==> config.mk <==
export PLATFORM = sky130hd
export DESIGN_NAME = double_ended_queue_flat
export DESIGN_NICKNAME = d
export VERILOG_FILES = /design/src/hdl/deq_pkg.sv /design/src/hdl/deq_if.sv /design/src/hdl/double_ended_queue.sv /design/src/hdl/deq_ram.sv /design/src/hdl/deq_ctrl.sv /design/src/flat_wrapper.sv
export SDC_FILE = /design/constraint.sdc
export NUM_CORES = 1
export LEC_CHECK = 0
export ABC_CLOCK_PERIOD_IN_PS = 6600
export BUFFER_PORTS_ARGS = -buffer_cell sky130_fd_sc_hd__buf_4
export CELL_PAD_IN_SITES_DETAIL_PLACEMENT = 2
export CELL_PAD_IN_SITES_GLOBAL_PLACEMENT = 2
export CORE_MARGIN = 4
export CORE_UTILIZATION = 49
export CTS_BUF_LIST = sky130_fd_sc_hd__clkbuf_2 sky130_fd_sc_hd__clkbuf_4 sky130_fd_sc_hd__clkbuf_8
export CTS_CLUSTER_SIZE = 14
export DETAILED_ROUTE_END_ITERATION = 8
export GPL_ROUTABILITY_DRIVEN = 0
export PLACE_DENSITY_LB_ADDON = 0.1
export SLEW_MARGIN = 20
export SYNTH_ARGS = -nofsm -noshare
export SYNTH_HDL_FRONTEND = slang
export SYNTH_SLANG_ARGS = --single-unit
==> constraint.sdc <==
create_clock -name clk -period 6.6 [get_ports clk]
set_input_delay 0.33 -clock clk [delete_from_list [all_inputs] [get_ports clk]]
set_output_delay 0.33 -clock clk [all_outputs]
set_load 0.02 [all_outputs]
==> src/hdl/deq_pkg.sv <==
// ============================================================================
// deq_pkg
// Shared types, widths and helpers for the double-ended queue.
// ============================================================================
package deq_pkg;

    // Ring store size and derived widths
    localparam int DEPTH = 64;
    localparam int IDX_W = $clog2(DEPTH);
    localparam int CNT_W = $clog2(DEPTH + 1);

    // Fixed field widths of the request and response
    localparam int OP_W  = 3;
    localparam int VAL_W = 16;
    localparam int POS_W = 7;
    localparam int ST_W  = 2;

    typedef enum logic [OP_W-1:0] {
        OP_PUSH_BACK  = 3'd0,
        OP_PUSH_FRONT = 3'd1,
        OP_POP_FRONT  = 3'd2,
        OP_POP_BACK   = 3'd3,
        OP_READ_FRONT = 3'd4,
        OP_READ_BACK  = 3'd5,
        OP_INSERT     = 3'd6,
        OP_CLEAR      = 3'd7
    } op_t;

    typedef enum logic [ST_W-1:0] {
        ST_OK     = 2'd0,
        ST_EMPTY  = 2'd1,
        ST_FULL   = 2'd2,
        ST_BADPOS = 2'd3
    } status_t;

    // Result handed from the controller to the output register
    typedef struct packed {
        logic                    valid;
        logic signed [VAL_W-1:0] read_value;
        logic [ST_W-1:0]         status;
        logic                    is_empty;
        logic [POS_W-1:0]        occupancy;
    } deq_result_t;

    // Physical slot of a logical offset from the head (head + off < 2*DEPTH)
    function automatic logic [IDX_W-1:0] slot_of(input logic [IDX_W-1:0] head,
                                                 input logic [CNT_W-1:0] off);
        logic [CNT_W:0] sum;
        sum = (CNT_W+1)'(head) + (CNT_W+1)'(off);
        if (sum >= (CNT_W+1)'(DEPTH))
        begin
            sum = sum - (CNT_W+1)'(DEPTH);
        end
        return sum[IDX_W-1:0];
    endfunction

    // Head index one place toward the front, with wrap
    function automatic logic [IDX_W-1:0] head_dec(input logic [IDX_W-1:0] head);
        logic [IDX_W-1:0] res;
        if (head == '0)
        begin
            res = IDX_W'(DEPTH - 1);
        end
        else
        begin
            res = head - 1'b1;
        end
        return res;
    endfunction

endpackage

==> src/hdl/deq_if.sv <==
// ============================================================================
// deq_if
// Valid/ready channels for requests and responses of the queue.
// ============================================================================
interface deq_req_if import deq_pkg::*; ();
    logic                    valid;
    logic                    ready;
    logic [OP_W-1:0]         operation;
    logic signed [VAL_W-1:0] value;
    logic [POS_W-1:0]        position;

    modport source (output valid, output operation, output value, output position,
                    input ready);
    modport sink   (input valid, input operation, input value, input position,
                    output ready);
endinterface

interface deq_rsp_if import deq_pkg::*; ();
    logic                    valid;
    logic                    ready;
    logic signed [VAL_W-1:0] read_value;
    logic [ST_W-1:0]         status;
    logic                    is_empty;
    logic [POS_W-1:0]        occupancy;

    modport source (output valid, output read_value, output status, output is_empty,
                    output occupancy, input ready);
    modport sink   (input valid, input read_value, input status, input is_empty,
                    input occupancy, output ready);
endinterface

==> src/hdl/double_ended_queue.sv <==
// ============================================================================
// double_ended_queue
// Bounded deque of signed 16-bit values in a ring store, with output register.
// ============================================================================
//   channel   dir   payload
//   req       in    operation, value, position
//   rsp       out   read_value, status, is_empty, occupancy
//
// Push, clear and every rejected request produce their result in the cycle
// they are accepted; pop and read return data via the registered read port.
// Insert past the front moves one entry per cycle through the single write
// port, back to front in S_SHIFT, then drains and writes in S_INS_WR.
// Reset clears head and count; store contents stay undefined. A held response
// stalls request acceptance and the last result; a running shift keeps going.
module double_ended_queue import deq_pkg::*; (
    input  logic    clk,
    input  logic    rst_n,
    deq_req_if.sink req,
    deq_rsp_if.source rsp
);

    logic                    wr_en;
    logic [IDX_W-1:0]        wr_addr;
    logic [VAL_W-1:0]        wr_data;
    logic                    rd_en;
    logic [IDX_W-1:0]        rd_addr;
    logic [VAL_W-1:0]        rd_data;
    deq_result_t             result;
    logic                    out_free;

    logic                    out_valid_reg;
    logic signed [VAL_W-1:0] out_value_reg;
    logic [ST_W-1:0]         out_status_reg;
    logic                    out_empty_reg;
    logic [POS_W-1:0]        out_occ_reg;

    assign out_free = !out_valid_reg || rsp.ready;

    deq_ram #(
        .WIDTH (VAL_W),
        .DEPTH (DEPTH)
    ) u_ram (
        .clk     (clk),
        .wr_en   (wr_en),
        .wr_addr (wr_addr),
        .wr_data (wr_data),
        .rd_en   (rd_en),
        .rd_addr (rd_addr),
        .rd_data (rd_data)
    );

    deq_ctrl u_ctrl (
        .clk      (clk),
        .rst_n    (rst_n),
        .req      (req),
        .out_free (out_free),
        .wr_en    (wr_en),
        .wr_addr  (wr_addr),
        .wr_data  (wr_data),
        .rd_en    (rd_en),
        .rd_addr  (rd_addr),
        .rd_data  (rd_data),
        .result   (result)
    );

    // Output valid
    always_ff @(posedge clk or negedge rst_n)
    begin
        if (!rst_n)
        begin
            out_valid_reg <= 1'b0;
        end
        else if (result.valid)
        begin
            out_valid_reg <= 1'b1;
        end
        else if (rsp.ready)
        begin
            out_valid_reg <= 1'b0;
        end
    end

    // Output payload
    always_ff @(posedge clk)
    begin
        if (result.valid)
        begin
            out_value_reg  <= result.read_value;
            out_status_reg <= result.status;
            out_empty_reg  <= result.is_empty;
            out_occ_reg    <= result.occupancy;
        end
    end

    assign rsp.valid      = out_valid_reg;
    assign rsp.read_value = out_value_reg;
    assign rsp.status     = out_status_reg;
    assign rsp.is_empty   = out_empty_reg;
    assign rsp.occupancy  = out_occ_reg;

endmodule

==> src/hdl/deq_ram.sv <==
// ============================================================================
// deq_ram
// Simple dual-port RAM: one write port, one read port, registered read data.
// ============================================================================
module deq_ram #(
    parameter int WIDTH = 16,
    parameter int DEPTH = 64
) (
    input  logic                     clk,
    input  logic                     wr_en,
    input  logic [$clog2(DEPTH)-1:0] wr_addr,
    input  logic [WIDTH-1:0]         wr_data,
    input  logic                     rd_en,
    input  logic [$clog2(DEPTH)-1:0] rd_addr,
    output logic [WIDTH-1:0]         rd_data
);

    logic [WIDTH-1:0] mem [DEPTH];

    // Write port
    always_ff @(posedge clk)
    begin
        if (wr_en)
        begin
            mem[wr_addr] <= wr_data;
        end
    end

    // Read port, data holds until the next read
    always_ff @(posedge clk)
    begin
        if (rd_en)
        begin
            rd_data <= mem[rd_addr];
        end
    end

endmodule

==> src/hdl/deq_ctrl.sv <==
// ============================================================================
// deq_ctrl
// Request decode, head/count bookkeeping and the insert shift sequencer.
// ============================================================================
module deq_ctrl import deq_pkg::*; (
    input  logic                clk,
    input  logic                rst_n,
    deq_req_if.sink             req,
    input  logic                out_free,
    output logic                wr_en,
    output logic [IDX_W-1:0]    wr_addr,
    output logic [VAL_W-1:0]    wr_data,
    output logic                rd_en,
    output logic [IDX_W-1:0]    rd_addr,
    input  logic [VAL_W-1:0]    rd_data,
    output deq_result_t         result
);

    typedef enum logic [3:0] {
        S_IDLE   = 4'b0001,
        S_RDATA  = 4'b0010,
        S_SHIFT  = 4'b0100,
        S_INS_WR = 4'b1000
    } state_t;

    state_t                  state_reg, state_next;
    logic [IDX_W-1:0]        head_reg, head_next;
    logic [CNT_W-1:0]        count_reg, count_next;
    logic [CNT_W-1:0]        rd_off_reg, rd_off_next;
    logic [CNT_W-1:0]        wr_off_reg, wr_off_next;
    logic                    rd_vld_reg, rd_vld_next;
    logic [POS_W-1:0]        pos_reg, pos_next;
    logic [VAL_W-1:0]        val_reg, val_next;

    op_t                     op;
    logic                    full;
    logic                    empty;
    logic [CNT_W-1:0]        pos_c;
    logic [CNT_W-1:0]        ins_limit;
    logic [CNT_W-1:0]        pos_m1;
    status_t                 st;
    logic                    res_valid;
    logic signed [VAL_W-1:0] res_value;

    assign op        = op_t'(req.operation);
    assign full      = (count_reg >= CNT_W'(DEPTH));
    assign empty     = (count_reg == '0);
    assign pos_c     = CNT_W'(req.position);
    assign ins_limit = empty ? CNT_W'(1) : count_reg;
    assign pos_m1    = CNT_W'(pos_reg) - 1'b1;

    // Next-state and memory access decode
    always_comb
    begin
        state_next  = state_reg;
        head_next   = head_reg;
        count_next  = count_reg;
        rd_off_next = rd_off_reg;
        wr_off_next = wr_off_reg;
        rd_vld_next = rd_vld_reg;
        pos_next    = pos_reg;
        val_next    = val_reg;
        wr_en       = 1'b0;
        wr_addr     = '0;
        wr_data     = req.value;
        rd_en       = 1'b0;
        rd_addr     = '0;
        req.ready   = 1'b0;
        res_valid   = 1'b0;
        res_value   = '0;
        st          = ST_OK;

        unique case (state_reg)
            S_IDLE:
            begin
                req.ready = out_free;
                if (req.valid && out_free)
                begin
                    unique case (op)
                        OP_PUSH_BACK:
                        begin
                            res_valid = 1'b1;
                            if (full)
                            begin
                                st = ST_FULL;
                            end
                            else
                            begin
                                wr_en      = 1'b1;
                                wr_addr    = slot_of(head_reg, count_reg);
                                count_next = count_reg + 1'b1;
                            end
                        end
                        OP_PUSH_FRONT:
                        begin
                            res_valid = 1'b1;
                            if (full)
                            begin
                                st = ST_FULL;
                            end
                            else
                            begin
                                head_next  = head_dec(head_reg);
                                wr_en      = 1'b1;
                                wr_addr    = head_next;
                                count_next = count_reg + 1'b1;
                            end
                        end
                        OP_POP_FRONT:
                        begin
                            if (empty)
                            begin
                                res_valid = 1'b1;
                                st        = ST_EMPTY;
                            end
                            else
                            begin
                                rd_en      = 1'b1;
                                rd_addr    = head_reg;
                                head_next  = slot_of(head_reg, CNT_W'(1));
                                count_next = count_reg - 1'b1;
                                state_next = S_RDATA;
                            end
                        end
                        OP_POP_BACK:
                        begin
                            if (empty)
                            begin
                                res_valid = 1'b1;
                                st        = ST_EMPTY;
                            end
                            else
                            begin
                                rd_en      = 1'b1;
                                rd_addr    = slot_of(head_reg, count_reg - 1'b1);
                                count_next = count_reg - 1'b1;
                                state_next = S_RDATA;
                            end
                        end
                        OP_READ_FRONT, OP_READ_BACK:
                        begin
                            if (empty)
                            begin
                                res_valid = 1'b1;
                                st        = ST_EMPTY;
                            end
                            else if (req.position == '0 || pos_c > count_reg)
                            begin
                                res_valid = 1'b1;
                                st        = ST_BADPOS;
                            end
                            else
                            begin
                                rd_en      = 1'b1;
                                rd_addr    = (op == OP_READ_FRONT)
                                           ? slot_of(head_reg, pos_c - 1'b1)
                                           : slot_of(head_reg, count_reg - pos_c);
                                state_next = S_RDATA;
                            end
                        end
                        OP_INSERT:
                        begin
                            if (full)
                            begin
                                res_valid = 1'b1;
                                st        = ST_FULL;
                            end
                            else if (req.position == '0 || pos_c > ins_limit)
                            begin
                                res_valid = 1'b1;
                                st        = ST_BADPOS;
                            end
                            else if (pos_c == CNT_W'(1))
                            begin
                                // front insert is a push front
                                res_valid  = 1'b1;
                                head_next  = head_dec(head_reg);
                                wr_en      = 1'b1;
                                wr_addr    = head_next;
                                count_next = count_reg + 1'b1;
                            end
                            else
                            begin
                                pos_next    = req.position;
                                val_next    = req.value;
                                rd_off_next = count_reg - 1'b1;
                                rd_vld_next = 1'b0;
                                state_next  = S_SHIFT;
                            end
                        end
                        OP_CLEAR:
                        begin
                            res_valid  = 1'b1;
                            head_next  = '0;
                            count_next = '0;
                        end
                        default:
                        begin
                            res_valid = 1'b1;
                        end
                    endcase
                end
            end

            // Pop or read data returns from the store
            S_RDATA:
            begin
                if (out_free)
                begin
                    res_valid  = 1'b1;
                    res_value  = rd_data;
                    state_next = S_IDLE;
                end
            end

            // Move entries one place back, read and write overlapped
            S_SHIFT:
            begin
                if (rd_vld_reg)
                begin
                    wr_en   = 1'b1;
                    wr_addr = slot_of(head_reg, wr_off_reg);
                    wr_data = rd_data;
                end
                if (rd_off_reg >= pos_m1)
                begin
                    rd_en       = 1'b1;
                    rd_addr     = slot_of(head_reg, rd_off_reg);
                    rd_vld_next = 1'b1;
                    wr_off_next = rd_off_reg + 1'b1;
                    rd_off_next = rd_off_reg - 1'b1;
                end
                else
                begin
                    rd_vld_next = 1'b0;
                    state_next  = S_INS_WR;
                end
            end

            // Drop the new value into the gap
            S_INS_WR:
            begin
                if (out_free)
                begin
                    wr_en      = 1'b1;
                    wr_addr    = slot_of(head_reg, pos_m1);
                    wr_data    = val_reg;
                    count_next = count_reg + 1'b1;
                    res_valid  = 1'b1;
                    state_next = S_IDLE;
                end
            end

            default:
            begin
                state_next = S_IDLE;
            end
        endcase
    end

    // Result toward the output register
    always_comb
    begin
        result.valid      = res_valid;
        result.read_value = res_value;
        result.status     = st;
        result.is_empty   = (count_next == '0);
        result.occupancy  = POS_W'(count_next);
    end

    // Control state
    always_ff @(posedge clk or negedge rst_n)
    begin
        if (!rst_n)
        begin
            state_reg  <= S_IDLE;
            head_reg   <= '0;
            count_reg  <= '0;
            rd_vld_reg <= 1'b0;
        end
        else
        begin
            state_reg  <= state_next;
            head_reg   <= head_next;
            count_reg  <= count_next;
            rd_vld_reg <= rd_vld_next;
        end
    end

    // Insert working registers
    always_ff @(posedge clk)
    begin
        rd_off_reg <= rd_off_next;
        wr_off_reg <= wr_off_next;
        pos_reg    <= pos_next;
        val_reg    <= val_next;
    end

endmodule
==> src/flat_wrapper.sv <==
// flat-port wrapper written by rule: the top's interface ports become plain ports
module double_ended_queue_flat import deq_pkg::*;
  (clk, rst_n, req_valid, req_operation, req_value, req_position, req_ready, rsp_valid, rsp_read_value, rsp_status, rsp_is_empty, rsp_occupancy, rsp_ready);
  deq_req_if req_i ();
  deq_rsp_if rsp_i ();
  input  logic clk;
  input  logic rst_n;
  input wire logic [$bits(req_i.valid)-1:0] req_valid;
  input wire logic [$bits(req_i.operation)-1:0] req_operation;
  input wire logic [$bits(req_i.value)-1:0] req_value;
  input wire logic [$bits(req_i.position)-1:0] req_position;
  output wire logic [$bits(req_i.ready)-1:0] req_ready;
  output wire logic [$bits(rsp_i.valid)-1:0] rsp_valid;
  output wire logic [$bits(rsp_i.read_value)-1:0] rsp_read_value;
  output wire logic [$bits(rsp_i.status)-1:0] rsp_status;
  output wire logic [$bits(rsp_i.is_empty)-1:0] rsp_is_empty;
  output wire logic [$bits(rsp_i.occupancy)-1:0] rsp_occupancy;
  input wire logic [$bits(rsp_i.ready)-1:0] rsp_ready;
  assign req_i.valid = req_valid;
  assign req_i.operation = req_operation;
  assign req_i.value = req_value;
  assign req_i.position = req_position;
  assign req_ready = req_i.ready;
  assign rsp_valid = rsp_i.valid;
  assign rsp_read_value = rsp_i.read_value;
  assign rsp_status = rsp_i.status;
  assign rsp_is_empty = rsp_i.is_empty;
  assign rsp_occupancy = rsp_i.occupancy;
  assign rsp_i.ready = rsp_ready;
  double_ended_queue u_core (.clk(clk), .rst_n(rst_n), .req(req_i), .rsp(rsp_i));
endmodule
==> results of run 1 <==
==> area by class of cell <==
class,instances,share of cell area (%)
sequential,1121,62.6
multi-input combinational,1625,23.7
clock buffer,258,5.84
timing repair buffer,248,3.76
tap,1265,2.95
clock inverter,66,0.747
inverter,48,0.336
antenna,3,0.0140
==> report_power, final <==
group          leakage (uW)  switching, uW  internal, uW  total, uW
Combinational       0.00509           2170          1080       3250
Clock               0.00187           2970          3200       6180
Sequential           0.0102            186          7990       8180
Total                0.0171           5330         12300      17600
==> cell families after synthesis <==
kind of cell / share of synthesized area, %
flops: 71.1
mux: 10.0
fa+ha+maj: 1.97
compound gates: 9.14
buf+inv: 2.12
simple gates: 4.67
xor+xnor: 0.983
==> how the worst min path moves through the flow <==
stage	slack [ns]	endpoint
after floorplan	0.03	u_core.rsp.valid
after global placement	0.24	u_core.u_ctrl.count_reg[3]
after detailed placement	0.24	u_core.u_ctrl.count_reg[5]
after CTS	0.0004	u_core.rsp.status[1]
after global routing	0.04	u_core.rsp.status[1]
final	0.06	u_core.rsp.status[1]
==> tightest hold or removal path, stage by stage <==
cell and delay, ns:
buf_4 0.16, a211o_1 0.16, a21oi_1 0.09
==> repair_timing <==
action,in CTS,in global routing
hold buffers,28,0
buffers inserted,0,0
hold endpoints to repair,44,0
==> Yosys cell counts, types with 7 or more instances <==
cell,count
a21boi_0,49
a31oi_1,8
a21oi_1,60
o22ai_1,230
nor2_1,128
dfrtp_1,18
o2111ai_1,81
o31ai_1,19
nor2b_1,9
clkbuf_1,60
a21o_1,17
a22oi_1,20
nor3_1,19
o21a_1,7
nand3_1,30
buf_1,7
and2_1,18
xor2_1,18
edfxtp_1,1102
and3_1,61
buf_2,91
nor4_1,20
nand2_1,82
nand3_2,7
fa_1,7
o41ai_1,35
inv_1,48
xnor2_1,35
o21ai_0,33
ha_1,63
mux2i_1,470
nand2b_1,10
==> metrics by stage <==
stage	hold WS (ns)	power, uW	instances	setup WS (ns)
after floorplan	0.0344	10100	2964	1.21
after global placement	0.238	11200	4278	0.935
after detailed placement	0.243	11400	4278	0.804
after CTS	0.000356	17600	4630	0.716
after global routing	0.0383	18200	4633	0.450
final	0.0596	17600	4634	0.642
==> per-layer routing <==
| layer | vias up | GRT usage [%] | part of all wire, % | routed length, um |
|---|---|---|---|---|
| met5 | - | 0 | 0.030 | 55 |
| met4 | 8 | 16.7 | 5.2 | 9460 |
| met3 | 482 | 6.40 | 7.4 | 13300 |
| met2 | 1705 | 58.6 | 49 | 88300 |
| met1 | 16600 | 44.8 | 39 | 69700 |
| li1 | 12400 | - | - | - |
==> metrics, run 1 <==
commonest non-fill, non-tap cell in the layout edfxtp_1; crit path to u_core.u_ram.rd_data[2]; Final period util 90.3%; Area contributors post-synth edfxtp_1, mux2i_1, o22ai_1; clk buf depth 3; clk root buf clkbuf_8; RSZ-0062 raised after global routing no; Final HPWL DP 109 mm; DR vias 31200; register area 0.0336 mm2; Post-synth top flop edfxtp_1; core footprint 0.0953 mm2; commonest cells after routing, fill and taps aside edfxtp_1, mux2i_1, o22ai_1, buf_4, clkbuf_8; Syn Nets 3064; Reg2Reg Setup Slack 0.64 ns; Max VDD drop 0.000222 V; Final Core Density 56.3%; clk sinks between 1000 and 1500; Yosys warnings 0; Setup violations, final 0; Hold Path Depth 3; Critical Path Sink Type flip-flop; Antenna Nets Post-Route 0; Worst path slowest cell nor4_1; via-per-instance ratio slightly below 7; Wirelength per Cell 39.0 um; CP required just over 7 ns; Post-synth EDFFs 1102; max FFs per register 1024; final instance area 0.0536 mm2; # fillers 8272; Setup CP Type reg2reg; worst path arrival time approximately 6.5 ns; Post-Synthesis Cells 2964; status completed; router iterations before antenna repair 5; critical path's most frequent cell buf_4; Reg2Reg Depth 16; number of global-route vias before repair approximately 33000; largest register by flop count u_core.u_ram.mem; DRC 0; TritonCTS Buffers 184; Cell Chain, Critical Path nor3_1 > nor3b_1 > xnor2_1 > ha_1 > o21ai_0 > nand2b_1 > nand2_2 > nor2_2 > a221oi_4 > buf_4 > nand3_2 > buf_4 > buf_4 > o22ai_1 > nor4_1 > o2111ai_1; Buffers on Ports 57; slowest stage delay, CP approximately 0.93 ns; setup TNS 0 ns; area of the multi-input gates 0.0127 mm2; synthesis-stage register bit count 1121; max cap viols 0; chip height 318 um; initial antenna violation count 8; # IOs a little under 60; cell family with most CP delay simple AND/OR/NAND/NOR gates; clock latency on the worst-skew pair between 0.8 and 0.9 ns; Cell Area, Synth 0.0472 mm2; largest net degree at the start of global routing 130; Final Skew 0.0554 ns; P_leak 0.0171 uW; global-route wire length before repair 257 mm; CTS resizes 0; number of DRC markers in iteration 0 3782; Yosys top cell area share 70.1%; max_slew headroom 17.7%; Initial Util about half; Worst setup SP type flip-flop; worst r2r src u_core.u_ctrl.pos_reg[1]; hold crit path type in2reg; asr flop ratio synth around 1.7%; syn avg cell area 15.9 um2; Hold Vio Cnt, Final 0; share of cells above drive strength 1 16.6%; num rows about 110; maximum clock frequency approximately 170 MHz; CTS HTree Levels 4; CP startpoint u_core.u_ctrl.pos_reg[1]; Buf/Inv on CP 3; Final min period 5.96 ns; nets 3328; GRT Residual Overflow 0; final wirelength 181 mm; Clk pin slew, worst setup/hold paths ~0.070 ns; CTS tree done; CP Max Fanout 37; die area 0.101 mm2; Slew Limit Fails 0; Synth-to-Final Area Change 13.6%; reg2reg end u_core.u_ram.rd_data[2]; area of placed instances 0.0498 mm2; overall routing resource usage 35.2%; Yosys top cell by area edfxtp_1; die width roughly 320 um; sequential share of the synthesized area 71.1%; pwr dens 328 mW/mm2; Netlist cell types 82; min-delay src req_operation[2]; measured slew at the worst slew-check pin 1.22 ns; WP depth 16
(Power assumes the default switching activity.)
==> run 2, diff against run 1 <==
--- a/config.mk
+++ b/config.mk
@@ -5,12 +5,13 @@
 export SDC_FILE = /design/constraint.sdc
 export NUM_CORES = 1
 export LEC_CHECK = 0
+export ABC_AREA = 1
 export ABC_CLOCK_PERIOD_IN_PS = 6600
 export BUFFER_PORTS_ARGS = -buffer_cell sky130_fd_sc_hd__buf_4
 export CELL_PAD_IN_SITES_DETAIL_PLACEMENT = 2
 export CELL_PAD_IN_SITES_GLOBAL_PLACEMENT = 2
 export CORE_MARGIN = 4
-export CORE_UTILIZATION = 49
+export CORE_UTILIZATION = 44
 export CTS_BUF_LIST = sky130_fd_sc_hd__clkbuf_2 sky130_fd_sc_hd__clkbuf_4 sky130_fd_sc_hd__clkbuf_8
 export CTS_CLUSTER_SIZE = 14
 export DETAILED_ROUTE_END_ITERATION = 8
==> run 2 against run 1 <==
  * Synthesized area up 12%
  * Final cell count rose by 50%
  * Core utilization is 6.2 points lower
  * Clock power grew 2%
  * Flip-flop and latch count unchanged
  * Worst setup slack got worse by 0.012 ns
  * Register-to-register slack hardly changed
  * Critical path depth grew 5
  * Global-route usage decreased by 4.0 points
==> metrics, run 2 <==
critical path's most frequent cell nand3_1; max cap viols 0 (unchanged); via-per-instance ratio 5.81 (-14%); Cells after DPL 6557 (+53%); Netlist cell types 50 (-39%); max FFs per register 1024 (unchanged); overall routing resource usage 31.2% (-4.0 points); Buffers on Ports 57 (unchanged); setup TNS 0 ns (unchanged); nets 5285 (+59%); max_slew headroom 21.8% (+4.2 points); most common cell in the netlist nand3_1; Post-Synthesis Cells 5027 (+70%); Yosys top cell area share 62.8% (-7.3 points); global-route wire length before repair 291 mm (+13%); share of cells above drive strength 1 10.5% (-6.0 points); Final period util 90.5% (+0.19 points); P_leak 0.0235 uW (+37%); Final Skew 0.0585 ns (+0.00310 ns); Initial Util 44.5% (-5.1 points); Setup violations, final 0 (unchanged); Cell Chain, Critical Path or2_2 > nor4_1 > xnor2_1 > ha_1 > nand2_1 > a21oi_1 > nor2_1 > nand3_1 > nand2_1 > inv_1 > nand2_8 > nand2_8 > buf_12 > buf_4 > nand2_1 > nand3_1 > nand3_1 > nand3_1 > nand3_1 > nand3_1 > nand2_1; router iterations before antenna repair 6 (+1); Slew Limit Fails 0 (unchanged); slowest stage delay, CP 0.61 ns (-0.32 ns); Hold Vio Cnt, Final 0 (unchanged); hold crit path type in2reg; clk root buf clkbuf_8; clock latency on the worst-skew pair 0.95 ns (+0.08 ns); Yosys warnings 0 (unchanged); Final min period 5.97 ns (+0.0124 ns); DRC 0 (unchanged); Wirelength per Cell 28.5 um (-27%); die area 0.125 mm2 (+24%); Cell Area, Synth 0.0527 mm2 (+12%); maximum clock frequency 167 MHz (-0.21%); TritonCTS Buffers 195 (+6.0%); synthesis-stage register bit count 1121 (unchanged); Syn Nets 5127 (+67%); largest register by flop count u_core.u_ram.mem; CTS resizes 0 (unchanged); Critical Path Sink Type flip-flop; Setup CP Type reg2reg; core footprint 0.118 mm2 (+24%); Synth-to-Final Area Change 12.5%; final wirelength 198 mm (+9.4%); synth cell count leaders nand3_1, edfxtp_1, inv_1; initial antenna violation count 9 (+1); syn avg cell area 10.5 um2 (-34%); Clk pin slew, worst setup/hold paths 0.06 ns (about the same); Worst setup SP type flip-flop; CTS HTree Levels 4 (unchanged); measured slew at the worst slew-check pin 1.17 ns (-0.0469 ns); number of DRC markers in iteration 0 3907 (+3.3%); CTS tree done; number of global-route vias before repair 43500 (+30%); Max VDD drop 0.000225 V (+1.5%); Post-synth top flop edfxtp_1; RSZ-0062 raised after global routing no; Worst path slowest cell inv_1; # IOs 58 (unchanged); Antenna Nets Post-Route 0 (unchanged); Final HPWL DP 119 mm (+9.5%); commonest non-fill, non-tap cell in the layout nand3_1; die width 354 um (+11%); status completed; worst path arrival time 6.61 ns (+0.10 ns); DR vias 40300 (+29%); largest net degree at the start of global routing 166 (+28%); Post-synth EDFFs 1102 (unchanged); CP required 7.24 ns (+0.09 ns); pwr dens 309 mW/mm2 (-5.9%); Yosys top cell by area edfxtp_1; clk buf depth 3 (unchanged); CP Max Fanout 53 (+43%); chip height 354 um (+11%); Final Non-Filler Cells 6949 (+50%); commonest cells after routing, fill and taps aside nand3_1, edfxtp_1, inv_1, nand2_1, nand3b_1; Area contributors post-synth edfxtp_1, nand3_1, inv_1; GRT Residual Overflow 0 (unchanged); clk sinks 1121 (unchanged); num rows 126 (+12%); asr flop ratio synth 1.69% (unchanged); sequential share of the synthesized area 63.7% (-7.4 points)
-- run 2: cell types whose count changed after synthesis, sizes merged, moves of 227 or more --
| cell | change |
|---|---|
| nand3 | +1105 |
| nand3b | +351 |
| mux2i | -470 |
| o22ai | -227 |
| nand2 | +735 |
| inv | +775 |
-- run 2: stage by stage --
step | cell area [um2] | util (%) | setup slack, ns | hold WS [ns] | power [uW]
global route | 59300 | 50.1 | 0.384 | 0.135 | 19100
floorplan | 52700 | - | 2.34 | 0.0344 | 10500
global placement | 55200 | 46.6 | 1.11 | 0.237 | 11900
CTS | 59300 | 50.0 | 0.689 | 0.0390 | 18400
detailed placement | 55200 | 46.6 | 0.930 | 0.248 | 12100
finish | 59300 | 50.1 | 0.630 | 0.133 | 18300
-- run 2: what timing repair did --
action,in CTS,in global routing
hold buffers,31,0
endpoints found under the hold margin,79,0
buffers inserted,0,0
-- run 2: final timing paths --
kind	startpoint	end	slack, ns	depth (start not counted)
worst min-delay path	req_operation[0]	u_core.u_ctrl.head_reg[1]	0.13	6
max in group asynchronous	rst_n	u_core.u_ctrl.rd_vld_reg	4.67	4
min in group asynchronous	rst_n	u_core.u_ctrl.state_reg[0]	0.49	3
worst max register to register	u_core.u_ctrl.pos_reg[2]	u_core.u_ram.rd_data[2]	0.63	21
worst min register to register	u_core.u_ctrl.state_reg[0]	u_core.u_ctrl.state_reg[0]	0.49	2
worst max-delay path	u_core.u_ctrl.pos_reg[2]	u_core.u_ram.rd_data[2]	0.63	21
-- run 2: worst max-delay path, delay by kind of cell (launching register included) --
family | cells | cell delay [ns]
AOI/OAI and AO/OA | 1 | 0.16
buffers and inverters | 3 | 1.29
DFF | 1 | 0.43
xor gates and xnor gates | 1 | 0.18
adders and majority gates | 1 | 0.34
and+or+nand+nor | 15 | 3.17
-- run 2: where the power goes --
| part | total, uW | switching (uW) | internal (uW) |
|---|---|---|---|
| registers | 8280 | 198 | 8080 |
| logic | 3750 | 2710 | 1040 |
| clock network | 6290 | 3060 | 3230 |
| total | 18300 | 5970 | 12300 |
-- run 2: logic make-up after synthesis --
family,synth area share [%]
and+or+nand+nor,23.5
DFF,63.7
buffers and inverters,8.53
AOI/OAI and AO/OA,1.86
adders and majority gates,1.76
xor gates and xnor gates,0.615
-- run 2: area by class of cell --
class / instances / area, um2
inverters: 825 / 3100
diodes: 3 / 7.51
clock inverters: 88 / 459
clock buffers: 270 / 3250
fillers: 12000 / 59100
well taps: 1600 / 2000
flip-flops and latches: 1121 / 33600
repair buffers: 247 / 2140
multi-input cells: 2795 / 14700
-- run 2: layer usage --
layer,track usage [%],wire length [um],up-vias
met4,11.4,7130,4
met5,0,29,-
met2,52.1,95600,1528
li1,-,-,17400
met1,41.7,82200,21000
met3,4.44,12800,395
